File: config.mk
export PLATFORM = sky130hd
export DESIGN_NAME = serial_rx_tx_ring_buffers_flat
export DESIGN_NICKNAME = d
export VERILOG_FILES = /design/src/design/srtrb_pkg.sv /design/src/design/srtrb_in_if.sv /design/src/design/srtrb_out_if.sv /design/src/design/serial_rx_tx_ring_buffers.sv /design/src/design/srtrb_ram.sv /design/src/flat_wrapper.sv
export SDC_FILE = /design/constraint.sdc
export NUM_CORES = 1
export LEC_CHECK = 0
export BUFFER_PORTS_ARGS = -buffer_cell sky130_fd_sc_hd__buf_4
export CAP_MARGIN = 10
export CORE_UTILIZATION = 40
export DETAILED_ROUTE_END_ITERATION = 8
export PLACE_DENSITY_LB_ADDON = 0.25
export SLEW_MARGIN = 20
export SYNTH_ARGS = -nofsm -noshare
export SYNTH_HDL_FRONTEND = slang
export SYNTH_HIERARCHICAL = 1
export SYNTH_SLANG_ARGS = --single-unit
File: constraint.sdc
create_clock -name clk -period 8.65 [get_ports clk]
set_input_delay 1.2975 -clock clk [delete_from_list [all_inputs] [get_ports clk]]
set_output_delay 1.2975 -clock clk [all_outputs]
set_load 0.05 [all_outputs]
File: src/design/srtrb_pkg.sv
// Package: command codes and shared types for the serial ring buffer block.
`timescale 1ns / 1ps

package srtrb_pkg;

    localparam logic [2:0] KIND_HOST_WRITE = 3'd0;
    localparam logic [2:0] KIND_HOST_READ  = 3'd1;
    localparam logic [2:0] KIND_LINK_BYTE  = 3'd2;
    localparam logic [2:0] KIND_TX_TICK    = 3'd3;
    localparam logic [2:0] KIND_RX_FLUSH   = 3'd4;

    localparam int FREE_W = 6;

    // Flags carried from the accept stage to the result register.
    typedef struct packed {
        logic              read_valid;
        logic              tx_valid;
        logic              accepted;
        logic              driver_on;
        logic [FREE_W-1:0] rx_free;
    } stage_t;

endpackage

File: src/design/srtrb_in_if.sv
// Interface: command channel into the ring buffer block.
`timescale 1ns / 1ps

interface srtrb_in_if;
    logic       valid;
    logic       ready;
    logic [2:0] kind;
    logic [7:0] data;
    logic       link_ready;

    modport source (output valid, output kind, output data, output link_ready, input ready);
    modport sink   (input valid, input kind, input data, input link_ready, output ready);
endinterface

File: src/design/srtrb_out_if.sv
// Interface: response channel out of the ring buffer block.
`timescale 1ns / 1ps

interface srtrb_out_if;
    logic       valid;
    logic       ready;
    logic [7:0] read_data;
    logic       read_valid;
    logic [7:0] tx_byte;
    logic       tx_valid;
    logic       accepted;
    logic       driver_on;
    logic [5:0] rx_free;

    modport source (output valid, output read_data, output read_valid, output tx_byte,
                    output tx_valid, output accepted, output driver_on, output rx_free,
                    input ready);
    modport sink   (input valid, input read_data, input read_valid, input tx_byte,
                    input tx_valid, input accepted, input driver_on, input rx_free,
                    output ready);
endinterface

File: src/design/serial_rx_tx_ring_buffers.sv
// Top level: transmit and receive byte rings between a host and a serial link.
//
//  channel | dir | payload                                           | transaction when
//  --------+-----+---------------------------------------------------+-------------------
//  cmd     | in  | kind, data, link_ready                            | valid && ready
//  rsp     | out | read_data, read_valid, tx_byte, tx_valid,         | valid && ready
//          |     | accepted, driver_on, rx_free                      |
//
// One command a cycle is taken while cmd.ready is high; each passes through the stage
// register, in step with the registered RAM read port, and then the result register.
// Reset clears both rings' pointers and the driver enable; no clearing pass is run,
// as RAM read data is only used after the slot has been written.
// A stalled response holds in the result register; the RAM read data and the stage
// flags hold behind it, and cmd.ready drops only while both are full and rsp stalls.
`timescale 1ns / 1ps

module serial_rx_tx_ring_buffers
    import srtrb_pkg::*;
#(
    parameter int unsigned RX_DEPTH = 64,
    parameter int unsigned TX_DEPTH = 64
) (
    input  logic        clk,
    input  logic        rst_n,
    srtrb_in_if.sink    cmd,
    srtrb_out_if.source rsp
);

    localparam int RX_PW = $clog2(RX_DEPTH);
    localparam int TX_PW = $clog2(TX_DEPTH);
    // Width wide enough for the fill arithmetic and for the 6-bit report.
    localparam int CW    = (RX_PW + 1 > FREE_W) ? RX_PW + 1 : FREE_W;
    localparam logic [CW-1:0]    RX_DEPTH_C = CW'(RX_DEPTH);
    localparam logic [RX_PW-1:0] RX_LAST    = RX_PW'(RX_DEPTH - 1);
    localparam logic [TX_PW-1:0] TX_LAST    = TX_PW'(TX_DEPTH - 1);

    // Ring pointers and driver enable
    logic [TX_PW-1:0] tx_wp_reg, tx_wp_next;
    logic [TX_PW-1:0] tx_rp_reg, tx_rp_next;
    logic [RX_PW-1:0] rx_wp_reg, rx_wp_next;
    logic [RX_PW-1:0] rx_rp_reg, rx_rp_next;
    logic             driver_reg, driver_next;

    // Stage between accept and result register
    logic   s1_valid_reg;
    stage_t s1_reg, s1_next;

    // Result register
    logic       out_valid_reg;
    logic [7:0] out_rdata_reg;
    logic [7:0] out_tbyte_reg;
    stage_t     out_reg;

    logic       advance;
    logic       take;
    logic [TX_PW-1:0] tx_wp_inc, tx_rp_inc;
    logic [RX_PW-1:0] rx_wp_inc, rx_rp_inc;
    logic       tx_empty, tx_full, rx_empty, rx_full;
    logic       tx_we, rx_we;
    logic [7:0] tx_dout, rx_dout;
    logic [CW-1:0] wp_c, rp_c, used_c, free_c;

    assign advance   = !out_valid_reg || rsp.ready;
    assign cmd.ready = !s1_valid_reg || advance;
    assign take      = cmd.valid && cmd.ready;

    // Slot after each pointer, wrapping at the ring's depth
    assign tx_wp_inc = (tx_wp_reg == TX_LAST) ? '0 : tx_wp_reg + 1'b1;
    assign tx_rp_inc = (tx_rp_reg == TX_LAST) ? '0 : tx_rp_reg + 1'b1;
    assign rx_wp_inc = (rx_wp_reg == RX_LAST) ? '0 : rx_wp_reg + 1'b1;
    assign rx_rp_inc = (rx_rp_reg == RX_LAST) ? '0 : rx_rp_reg + 1'b1;

    // One slot stays empty: full when the next write slot is the read slot
    assign tx_empty = (tx_rp_reg == tx_wp_reg);
    assign tx_full  = (tx_wp_inc == tx_rp_reg);
    assign rx_empty = (rx_rp_reg == rx_wp_reg);
    assign rx_full  = (rx_wp_inc == rx_rp_reg);

    assign tx_we = take && (cmd.kind == KIND_HOST_WRITE) && !tx_full;
    assign rx_we = take && (cmd.kind == KIND_LINK_BYTE) && !rx_full;

    always_comb
    begin
        tx_wp_next  = tx_wp_reg;
        tx_rp_next  = tx_rp_reg;
        rx_wp_next  = rx_wp_reg;
        rx_rp_next  = rx_rp_reg;
        driver_next = driver_reg;
        s1_next.read_valid = 1'b0;
        s1_next.tx_valid   = 1'b0;
        s1_next.accepted   = 1'b0;
        if (take)
        begin
            case (cmd.kind)
                KIND_HOST_WRITE:
                begin
                    // Driver goes on even when the byte is refused
                    driver_next = 1'b1;
                    if (!tx_full)
                    begin
                        tx_wp_next       = tx_wp_inc;
                        s1_next.accepted = 1'b1;
                    end
                end
                KIND_HOST_READ:
                begin
                    if (!rx_empty)
                    begin
                        rx_rp_next         = rx_rp_inc;
                        s1_next.read_valid = 1'b1;
                    end
                end
                KIND_LINK_BYTE:
                begin
                    if (!rx_full)
                    begin
                        rx_wp_next       = rx_wp_inc;
                        s1_next.accepted = 1'b1;
                    end
                end
                KIND_TX_TICK:
                begin
                    if (tx_empty)
                    begin
                        driver_next = 1'b0;
                    end
                    else if (cmd.link_ready)
                    begin
                        tx_rp_next       = tx_rp_inc;
                        s1_next.tx_valid = 1'b1;
                    end
                end
                KIND_RX_FLUSH:
                begin
                    rx_rp_next = rx_wp_reg;
                end
                default:
                begin
                    // Unused codes change nothing
                end
            endcase
        end
        // Free receive slots after this command: depth - 1 - bytes held
        wp_c   = CW'(rx_wp_next);
        rp_c   = CW'(rx_rp_next);
        used_c = (wp_c >= rp_c) ? wp_c - rp_c : RX_DEPTH_C - (rp_c - wp_c);
        free_c = RX_DEPTH_C - CW'(1) - used_c;
        s1_next.driver_on = driver_next;
        s1_next.rx_free   = free_c[FREE_W-1:0];
    end

    // Rings: read on every accepted command so the data lines up with the stage
    srtrb_ram #(.WIDTH(8), .DEPTH(TX_DEPTH)) u_tx_ram (
        .clk   (clk),
        .we    (tx_we),
        .waddr (tx_wp_reg),
        .wdata (cmd.data),
        .re    (take),
        .raddr (tx_rp_reg),
        .rdata (tx_dout)
    );

    srtrb_ram #(.WIDTH(8), .DEPTH(RX_DEPTH)) u_rx_ram (
        .clk   (clk),
        .we    (rx_we),
        .waddr (rx_wp_reg),
        .wdata (cmd.data),
        .re    (take),
        .raddr (rx_rp_reg),
        .rdata (rx_dout)
    );

    always_ff @(posedge clk or negedge rst_n)
    begin
        if (!rst_n)
        begin
            tx_wp_reg     <= '0;
            tx_rp_reg     <= '0;
            rx_wp_reg     <= '0;
            rx_rp_reg     <= '0;
            driver_reg    <= 1'b0;
            s1_valid_reg  <= 1'b0;
            out_valid_reg <= 1'b0;
        end
        else
        begin
            tx_wp_reg  <= tx_wp_next;
            tx_rp_reg  <= tx_rp_next;
            rx_wp_reg  <= rx_wp_next;
            rx_rp_reg  <= rx_rp_next;
            driver_reg <= driver_next;
            if (cmd.ready)
            begin
                s1_valid_reg <= take;
            end
            if (advance)
            begin
                out_valid_reg <= s1_valid_reg;
            end
        end
    end

    // Payload: hold the stage while the result register is stalled
    always_ff @(posedge clk)
    begin
        if (take)
        begin
            s1_reg <= s1_next;
        end
        if (advance && s1_valid_reg)
        begin
            out_reg       <= s1_reg;
            out_rdata_reg <= s1_reg.read_valid ? rx_dout : 8'd0;
            out_tbyte_reg <= s1_reg.tx_valid ? tx_dout : 8'd0;
        end
    end

    assign rsp.valid      = out_valid_reg;
    assign rsp.read_data  = out_rdata_reg;
    assign rsp.read_valid = out_reg.read_valid;
    assign rsp.tx_byte    = out_tbyte_reg;
    assign rsp.tx_valid   = out_reg.tx_valid;
    assign rsp.accepted   = out_reg.accepted;
    assign rsp.driver_on  = out_reg.driver_on;
    assign rsp.rx_free    = out_reg.rx_free;

    // A stalled stage must not be lost while the result register is blocked
    a_stage_holds: assert property (@(posedge clk) disable iff (!rst_n)
        s1_valid_reg && !advance |=> s1_valid_reg)
        else $error("stage item dropped while response stalled");

    // A host write always leaves the driver on
    a_write_driver: assert property (@(posedge clk) disable iff (!rst_n)
        take && cmd.kind == KIND_HOST_WRITE |=> driver_reg)
        else $error("driver not enabled after host write");

    // A response never reports two different operations
    a_one_op: assert property (@(posedge clk) disable iff (!rst_n)
        rsp.valid |-> !((rsp.read_valid && rsp.tx_valid) ||
                        (rsp.read_valid && rsp.accepted) ||
                        (rsp.tx_valid && rsp.accepted)))
        else $error("response flags more than one operation");

    // A flush empties the receive ring
    a_flush_empty: assert property (@(posedge clk) disable iff (!rst_n)
        take && cmd.kind == KIND_RX_FLUSH |=> rx_rp_reg == rx_wp_reg)
        else $error("receive ring not empty after flush");

endmodule

File: src/design/srtrb_ram.sv
// Generic single-write, single-read RAM with registered read data.
`timescale 1ns / 1ps

module srtrb_ram #(
    parameter int WIDTH = 8,
    parameter int DEPTH = 64
) (
    input  logic                     clk,
    input  logic                     we,
    input  logic [$clog2(DEPTH)-1:0] waddr,
    input  logic [WIDTH-1:0]         wdata,
    input  logic                     re,
    input  logic [$clog2(DEPTH)-1:0] raddr,
    output logic [WIDTH-1:0]         rdata
);

    logic [WIDTH-1:0] mem [DEPTH];

    always_ff @(posedge clk)
    begin
        if (we)
        begin
            mem[waddr] <= wdata;
        end
        if (re)
        begin
            rdata <= mem[raddr];
        end
    end

endmodule

File: src/flat_wrapper.sv
// flat-port wrapper written by rule: the top's interface ports become plain ports
module serial_rx_tx_ring_buffers_flat import srtrb_pkg::*;
#(
    parameter int unsigned RX_DEPTH = 64,
    parameter int unsigned TX_DEPTH = 64
)
  (clk, rst_n, cmd_valid, cmd_kind, cmd_data, cmd_link_ready, cmd_ready, rsp_valid, rsp_read_data, rsp_read_valid, rsp_tx_byte, rsp_tx_valid, rsp_accepted, rsp_driver_on, rsp_rx_free, rsp_ready);
  srtrb_in_if cmd_i ();
  srtrb_out_if rsp_i ();
  input  logic clk;
  input  logic rst_n;
  input wire logic [$bits(cmd_i.valid)-1:0] cmd_valid;
  input wire logic [$bits(cmd_i.kind)-1:0] cmd_kind;
  input wire logic [$bits(cmd_i.data)-1:0] cmd_data;
  input wire logic [$bits(cmd_i.link_ready)-1:0] cmd_link_ready;
  output wire logic [$bits(cmd_i.ready)-1:0] cmd_ready;
  output wire logic [$bits(rsp_i.valid)-1:0] rsp_valid;
  output wire logic [$bits(rsp_i.read_data)-1:0] rsp_read_data;
  output wire logic [$bits(rsp_i.read_valid)-1:0] rsp_read_valid;
  output wire logic [$bits(rsp_i.tx_byte)-1:0] rsp_tx_byte;
  output wire logic [$bits(rsp_i.tx_valid)-1:0] rsp_tx_valid;
  output wire logic [$bits(rsp_i.accepted)-1:0] rsp_accepted;
  output wire logic [$bits(rsp_i.driver_on)-1:0] rsp_driver_on;
  output wire logic [$bits(rsp_i.rx_free)-1:0] rsp_rx_free;
  input wire logic [$bits(rsp_i.ready)-1:0] rsp_ready;
  assign cmd_i.valid = cmd_valid;
  assign cmd_i.kind = cmd_kind;
  assign cmd_i.data = cmd_data;
  assign cmd_i.link_ready = cmd_link_ready;
  assign cmd_ready = cmd_i.ready;
  assign rsp_valid = rsp_i.valid;
  assign rsp_read_data = rsp_i.read_data;
  assign rsp_read_valid = rsp_i.read_valid;
  assign rsp_tx_byte = rsp_i.tx_byte;
  assign rsp_tx_valid = rsp_i.tx_valid;
  assign rsp_accepted = rsp_i.accepted;
  assign rsp_driver_on = rsp_i.driver_on;
  assign rsp_rx_free = rsp_i.rx_free;
  assign rsp_i.ready = rsp_ready;
  serial_rx_tx_ring_buffers #(.RX_DEPTH(RX_DEPTH), .TX_DEPTH(TX_DEPTH)) u_core (.clk(clk), .rst_n(rst_n), .cmd(cmd_i), .rsp(rsp_i));
endmodule
# Word level (Yosys, flattened, before mapping)
# Memories as Yosys holds them, arrays and structs flattened. A register that Yosys moved wholly into a read port is not among the register bits.
# Cells that the tools add are included.
classes:
  reduce_logical: 16
  eq_ne: 12
  magnitude_cmp: 1
  muxes: 23
  add_sub_neg: 8
  bitwise: 3
ops:
  columns: ["operator", "n"]
  rows:
  - ["2-to-1 mux 6 bit", 10]
  - ["adder 6 x 1 -> 6 bit, second input constant", 4]
  - ["equality test 6 bit", 4]
  - ["equality test 6 bit, second input constant", 4]
  - ["one-hot mux 6 bit (2 select lines)", 1]
  - ["subtractor 6 bit", 2]
  - ["2-to-1 mux 1 bit", 10]
  - ["equality test 3 x 2 -> 1 bit, second input constant", 2]
  - ["greater-or-equal comparator 6 bit", 1]
  - ["logical AND 1 bit", 6]
  - ["subtractor 1 x 6 -> 6 bit, first input constant", 1]
  - ["subtractor 6 bit, first input constant", 1]
  - ["logical NOT 1 bit", 4]
  - ["one-hot mux 1 bit (2 select lines)", 2]
  - ["AND reduction 4 bit", 1]
  - ["equality test 3 x 1 -> 1 bit, second input constant", 1]
  - ["equality test 3 bit, second input constant", 1]
  - ["logical NOT 3 bit", 1]
  - ["inverter 1 bit", 3]
  - ["AND reduction 3 bit", 1]
  - ["logical OR 1 bit", 2]
  - ["OR reduction 2 bit", 1]
totals:
  memories: 2
  reg_bits: 63
  out_inout_bits: 28
  mem_bits_rw: 1024
mem_list:
  columns: ["name", "words", "width", "rd", "rd_clocked_by_memory_dff", "write_ports", "line_no", "rtl"]
  rows:
  - ["u_core.u_rx_ram.mem", 64, 8, 1, 1, 1, "srtrb_ram.sv:17", "logic [WIDTH-1:0] mem [DEPTH];"]
  - ["u_core.u_tx_ram.mem", 64, 8, 1, 1, 1, "srtrb_ram.sv:17", null]

# Depth between registers and ports, before layout
depth:
  ltp_word: 10
  ltp_mapped: 15

# Cells and area by module
# The synthesis kept the hierarchy.
by_module_without_submodules:
  columns: ["mod", "area_each_um2", "cells_each", "seq_area_each_um2", "instances"]
  rows:
  - ["srtrb_ram", 20246.9, 940, 15615.0, 2]
  - ["serial_rx_tx_ring_buffers", 3519.6, 312, 1756.7, 1]

# Worst setup path before layout
# OpenSTA, ideal clock, no wires.
synth_path:
  path_kind: "input to register"
  startpoint: "input port rsp_ready"
  endpoint: "register u_core/s1_reg[5] (netlist name), data pin"
  arrival_ns: 4.484
  n_path_buf: 1
  required_time_ns: 8.388
  stages: 14
  setup_time_ns: 0.262
  slack_ns: 3.903
  cell_sequence: "nand3b_1 -> nand2_2 -> inv_2 -> nand3b_1 -> or2_2 -> or2_1 -> buf_6 -> mux2_4 -> ha_1 -> a21o_1 -> a21o_1 -> a21o_1 -> a21oi_1 -> xor2_1"
synth_between:
  elab_chain_len: 8
synth_lines:
  columns: ["item", "line_no", "rtl"]
  rows:
  - ["start: declaration", "flat_wrapper.sv:25", "input wire logic [$bits(rsp_i.ready)-1:0] rsp_ready;"]
  - ["logical OR 1 bit *", "serial_rx_tx_ring_buffers.sv:63", "assign advance = !out_valid_reg || rsp.ready;"]
  - ["logical OR 1 bit *", "serial_rx_tx_ring_buffers.sv:64", "assign cmd.ready = !s1_valid_reg || advance;"]
  - ["logical AND 1 bit *", "serial_rx_tx_ring_buffers.sv:65", "assign take = cmd.valid && cmd.ready;"]
  - ["named net u_core.take", "serial_rx_tx_ring_buffers.sv:55", "logic take;"]
  - ["2-to-1 mux 6 bit *", "serial_rx_tx_ring_buffers.sv:92", "if (take)"]
  - ["named net u_core.rx_wp_next[1]", "serial_rx_tx_ring_buffers.sv:40", "logic [RX_PW-1:0] rx_wp_reg, rx_wp_next;"]
  - ["subtractor 6 bit", "serial_rx_tx_ring_buffers.sv:146", "used_c = (wp_c >= rp_c) ? wp_c - rp_c : RX_DEPTH_C - (rp_c - wp_c);"]
  - ["subtractor 1 x 6 -> 6 bit", "serial_rx_tx_ring_buffers.sv:146", null]
  - ["2-to-1 mux 6 bit *", "serial_rx_tx_ring_buffers.sv:146", null]
  - ["subtractor 6 bit *", "serial_rx_tx_ring_buffers.sv:147", "free_c = RX_DEPTH_C - CW'(1) - used_c;"]
  - ["named net u_core.free_c[5]", "serial_rx_tx_ring_buffers.sv:61", "logic [CW-1:0] wp_c, rp_c, used_c, free_c;"]
  - ["end signal: assignment", "serial_rx_tx_ring_buffers.sv:208", "s1_reg <= s1_next;"]
  - ["end: declaration", "serial_rx_tx_ring_buffers.sv:46", "stage_t s1_reg, s1_next;"]
# The timed path passes the listed nets; every way through them passes the cells marked *.
# A chain may end at the register's enable or synchronous reset.

# Worst setup path in the final report
layout_path:
  startpoint: "register u_core.rx_rp_reg[0]"
  endpoint: "memory u_core.u_rx_ram.mem[38][4] (enable)"
layout_between:
  elab_chain_len: 5
layout_lines:
  columns: ["item", "line_no", "rtl"]
  rows:
  - ["start: declaration", "serial_rx_tx_ring_buffers.sv:41", "logic [RX_PW-1:0] rx_rp_reg, rx_rp_next;"]
  - ["start signal: assignment", "serial_rx_tx_ring_buffers.sv:190", "rx_rp_reg <= rx_rp_next;"]
  - ["equality test 6 bit", "serial_rx_tx_ring_buffers.sv:77", "assign rx_full = (rx_wp_inc == rx_rp_reg);"]
  - ["logical NOT 1 bit", "serial_rx_tx_ring_buffers.sv:80", "assign rx_we = take && (cmd.kind == KIND_LINK_BYTE) && !rx_full;"]
  - ["logical AND 1 bit", "serial_rx_tx_ring_buffers.sv:80", null]
  - ["named net u_core.rx_we", "serial_rx_tx_ring_buffers.sv:59", "logic tx_we, rx_we;"]
  - ["2-to-1 mux 1 bit", "srtrb_ram.sv:21", "if (we)"]
  - ["2-to-1 mux 1 bit (not written as such)", "srtrb_ram.sv:23", "mem[waddr] <= wdata;"]
  - ["end: declaration", "srtrb_ram.sv:17", null]
# The timed path passes the listed nets, and every way through them passes these cells.

==> results by group <==
Status
  – Status: completed

Placement
  – Post-detail-place hpwl: roughly 62 mm
  – Final Wtd Congestion: 0.830
  – Pre-CTS setup slack: about 3.1 ns
  – IO Port Bufs: between 40 and 50

Global routing
  – Global-route met3 utilization: between 2 and 3%
  – Number of global-route vias before repair: 22.2k
  – Overall Global Routing Usage: about a fifth
  – M1 GR Usage: a little over a quarter
  – Largest net degree at the start of global routing: 100
  – Global-route wire length before repair: 152 mm
  – Busiest grt layer: met2
  – Met2 GRT Util: a little under a third
  – Global route total overflow: 0
  – Antenna violations before repair: 2

Hold path
  – Hold Path Origin: u_core/s1_reg[4]
  – WHS Path Cells: 0
  – Worst hold endpoint: u_core/rsp.rx_free[4]
  – Hold WC Path Type: reg -> reg

Setup path
  – Critical path's slowest cell: dfrtp_4
  – Crit-path cells: buf_4, o21ai_1, and3_1, o31ai_2, nor4_4, or2_1, inv_1, nor2b_1, nand3_1, nor2_1
  – Worst path max stage delay: slightly above 0.8 ns
  – Reg2reg start: u_core/rx_rp_reg[0]
  – Reg2reg setup slack: 3.61 ns
  – Family with the most delay on the worst path: simple AND/OR/NAND/NOR gates
  – Worst reg2reg path depth: 10
  – CP Launch Type: register
  – Arr. time, crit path: 5.32 ns
  – Buf+Inv Stages, Crit Path: 2
  – WS Path Type: reg -> reg
  – Crit-path max FO: ~50
  – Critical Path RT: between 8 and 9 ns
  – R2r endpoint: u_core/u_rx_ram/mem[38][4]
  – Crit end category: register

Floorplan
  – Die Wd: between 300 and 400 µm
  – Site Rows: between 100 and 150
  – Die height: between 300 and 400 µm
  – Initial Util: around two fifths
  – Core Region: around 110,000 µm²
  – I/O pin cnt: 44
  – Die area: approximately 110,000 µm²

Logic synthesis
  – Post-synthesis compound-gate area fraction: under 10%
  – Multiplexer area fraction after synthesis: 14.8%
  – Largest family of logic cells by synthesized area: multiplexers
  – FFs w/ async S/R, synth: 2.45%
  – Cell area after synthesis: around 44,000 µm²
  – Sequential area share after synthesis: 74.9%
  – Synthesized-area fraction occupied by and/or/nand/nor cells: around 4.4%
  – Seq cells post-synth: 1,103
  – Post-Syn Instances: 2,192
  – Post-synthesis average cell area: between 20 and 25 µm²
  – Post-Synth Adder-Cell Area: less than 1%
  – Number of synthesized flops with an enable pin: 1,076
  – Post-synthesis net count: 2,219
  – Synth Area in XOR/XNOR: less than 1%
  – Yosys Warn Count: 6
  – Synth Flop Type: edfxtp_1
  – Library cells used by synthesis: 73

Power
  – LEAKAGE: 14.8 nW
  – Pint: 9.60 mW
  – Switching portion of total power: 26.1%
  – Clk pwr share: a little over a third
  – Peak supply drop: 0.165 mV
  – Gate power share: 16.0%
  – Part of the power in registers: 48.6%
  – Power density cells: roughly 260 nW/µm²
  – NetSw: between 3 and 4 mW

Clocking
  – CTS root buf: clkbuf_16
  – Cts-stage hold buffer count: 0
  – CTS tree: yes
  – Clock Latency Late Sink: ~0.68 ns
  – Clk sink count: around 1.1k
  – Clock-pin slew on the worst setup and hold paths: around 0.06 ns
  – H-tree lvl count: 3
  – Worst-case clock buffer depth: 3
  – Clock buffer count from CTS: around 110
  – PostCTS Resize Cnt: 0
  – Post-CTS setup buffers: 0

Final layout
  – Share of cells above drive strength 1: a little under a quarter
  – P&R area growth vs syn: 11.4%
  – ANT cells: 0
  – Nets@finish: between 2k and 2.5k
  – Most common cell after layout, fill and taps aside: edfxtp_1
  – Commonest non-fill, non-tap cells in the layout: edfxtp_1, mux4_2, nor2_1, clkbuf_16, buf_4

Timing
  – Worst-margin pin slew: between 1 and 1.5 ns
  – Skew final: ~0.027 ns
  – Setup tns final: 0 ns
  – Max-slew violations: 0
  – Minimum clock period: roughly 5.0 ns
  – Final hold slack: around 0.42 ns
  – Final Cycle Share: about three fifths
  – Fmax: 199 MHz
  – RSZ-0062 raised after global routing: false
  – Final Setup Violations: 0
  – Final hold violations: 0
  – Worst setup margin: around 3.6 ns
  – Slew HR: 28.6%

Detailed routing
  – First DRT Iteration DRCs: around 2.1k
  – # DRC: 0
  – DR WL/cell: 27.5 µm
  – Detail-routed via count per cell: 5.77
  – TritonRoute pass-1 iters: 6
  – DRT Wirelength: a little over 100 mm
  – Routed via count: roughly 22k
  – Final ANT Viol Nets: 0

Flow run
  – Max cap viols: 0
## per-stage QoR
step / cells / instance area (µm²) / util, % / power (mW)
after CTS: 3754 / 49000 / 45.0 / 13.1
final: 3754 / 49000 / 45.0 / 13.0
after detailed placement: 3558 / 45600 / 41.8 / 8.52
after floorplan: 2192 / 44000 / - / 7.87
after global placement: 3558 / 45600 / 41.8 / 8.50
after global routing: 3754 / 49000 / 45.0 / 13.4
## metal layers
layer	routed length (µm)	share of wire, %	vias up
met5	13	0.013	-
met1	44500	43	11500
met3	5750	5.6	177
met4	2790	2.7	2
met2	50300	49	816
li1	-	-	9146
## worst reg2reg max path: cells and delay by family (launching register included)
kind / cells / cell delay, ns
compound gates: 2 / 0.44
buf+inv: 2 / 1.02
flops: 1 / 0.83
simple gates: 6 / 2.36
## Yosys cell counts (6+ instances only)
| master | number | area, µm² |
|---|---|---|
| and2_1 | 20 | 125 |
| xor2_1 | 16 | 140 |
| mux4_2 | 252 | 5680 |
| clkbuf_1 | 38 | 143 |
| o21ai_1 | 7 | 35.0 |
| edfxtp_1 | 1076 | 32300 |
| nand3_1 | 35 | 175 |
| buf_1 | 8 | 30.0 |
| ha_1 | 10 | 125 |
| nand2b_1 | 21 | 131 |
| a22oi_1 | 9 | 67.6 |
| xnor2_1 | 8 | 70.1 |
| buf_6 | 14 | 158 |
| mux2i_1 | 50 | 500 |
| o21ai_0 | 20 | 100 |
| nand4_1 | 6 | 37.5 |
| nor3_1 | 17 | 85.1 |
| o22ai_1 | 16 | 100 |
| dfrtp_1 | 27 | 676 |
| a211oi_1 | 12 | 90.1 |
| o2111ai_1 | 6 | 52.6 |
| o21a_1 | 10 | 75.1 |
| nor2b_1 | 29 | 181 |
| buf_2 | 24 | 120 |
| nand3b_1 | 8 | 60.1 |
| a21oi_1 | 20 | 100 |
| o221ai_1 | 16 | 140 |
| o2bb2ai_1 | 7 | 61.3 |
| buf_4 | 28 | 210 |
| a221oi_1 | 12 | 105 |
| a21o_1 | 8 | 60.1 |
| nand2_1 | 59 | 221 |
| nor2_1 | 178 | 668 |
| mux2_2 | 28 | 315 |
| inv_1 | 11 | 41.3 |
## cell type report
type / instances / area [µm²]
clock inverter: 63 / 596
sequential: 1103 / 33000
tap: 1414 / 1770
timing repair buffer: 68 / 523
multi-input combinational: 961 / 10300
inverter: 12 / 45.0
fill: 9153 / 60000
clock buffer: 133 / 2850
## kinds of logic after synthesis
family | after synthesis
DFF | 1103
xor gates and xnor gates | 25
and+or+nand+nor | 407
AOI/OAI and AO/OA | 186
buffers and inverters | 128
adders and majority gates | 11
muxes | 332
## how the worst max path moves through the flow
stage | startpoint | to | slack (ns) | depth (start not counted)
finish | u_core/rx_rp_reg[0] | u_core/u_rx_ram/mem[38][4] | 3.61 | 10
global route | u_core/rx_rp_reg[0] | u_core/u_rx_ram/mem[14][2] | 3.27 | 10
CTS | u_core/rx_rp_reg[0] | u_core/u_rx_ram/mem[14][5] | 3.59 | 10
detailed placement | rsp_ready | u_core/u_rx_ram/mem[14][7] | 3.11 | 11
global placement | rsp_ready | u_core/u_rx_ram/mem[39][4] | 3.35 | 10
floorplan | rsp_ready | u_core/s1_reg[5] | 3.90 | 14
## power groups by stage
stage	clock [mW]	combinational, mW	sequential [mW]
after floorplan	0	1.67	6.20
after global placement	0	2.07	6.42
after detailed placement	0	2.09	6.43
after CTS	4.68	2.10	6.32
after global routing	4.86	2.22	6.34
final	4.59	2.08	6.32
No activity file was read; power rests on OpenSTA's default activity.
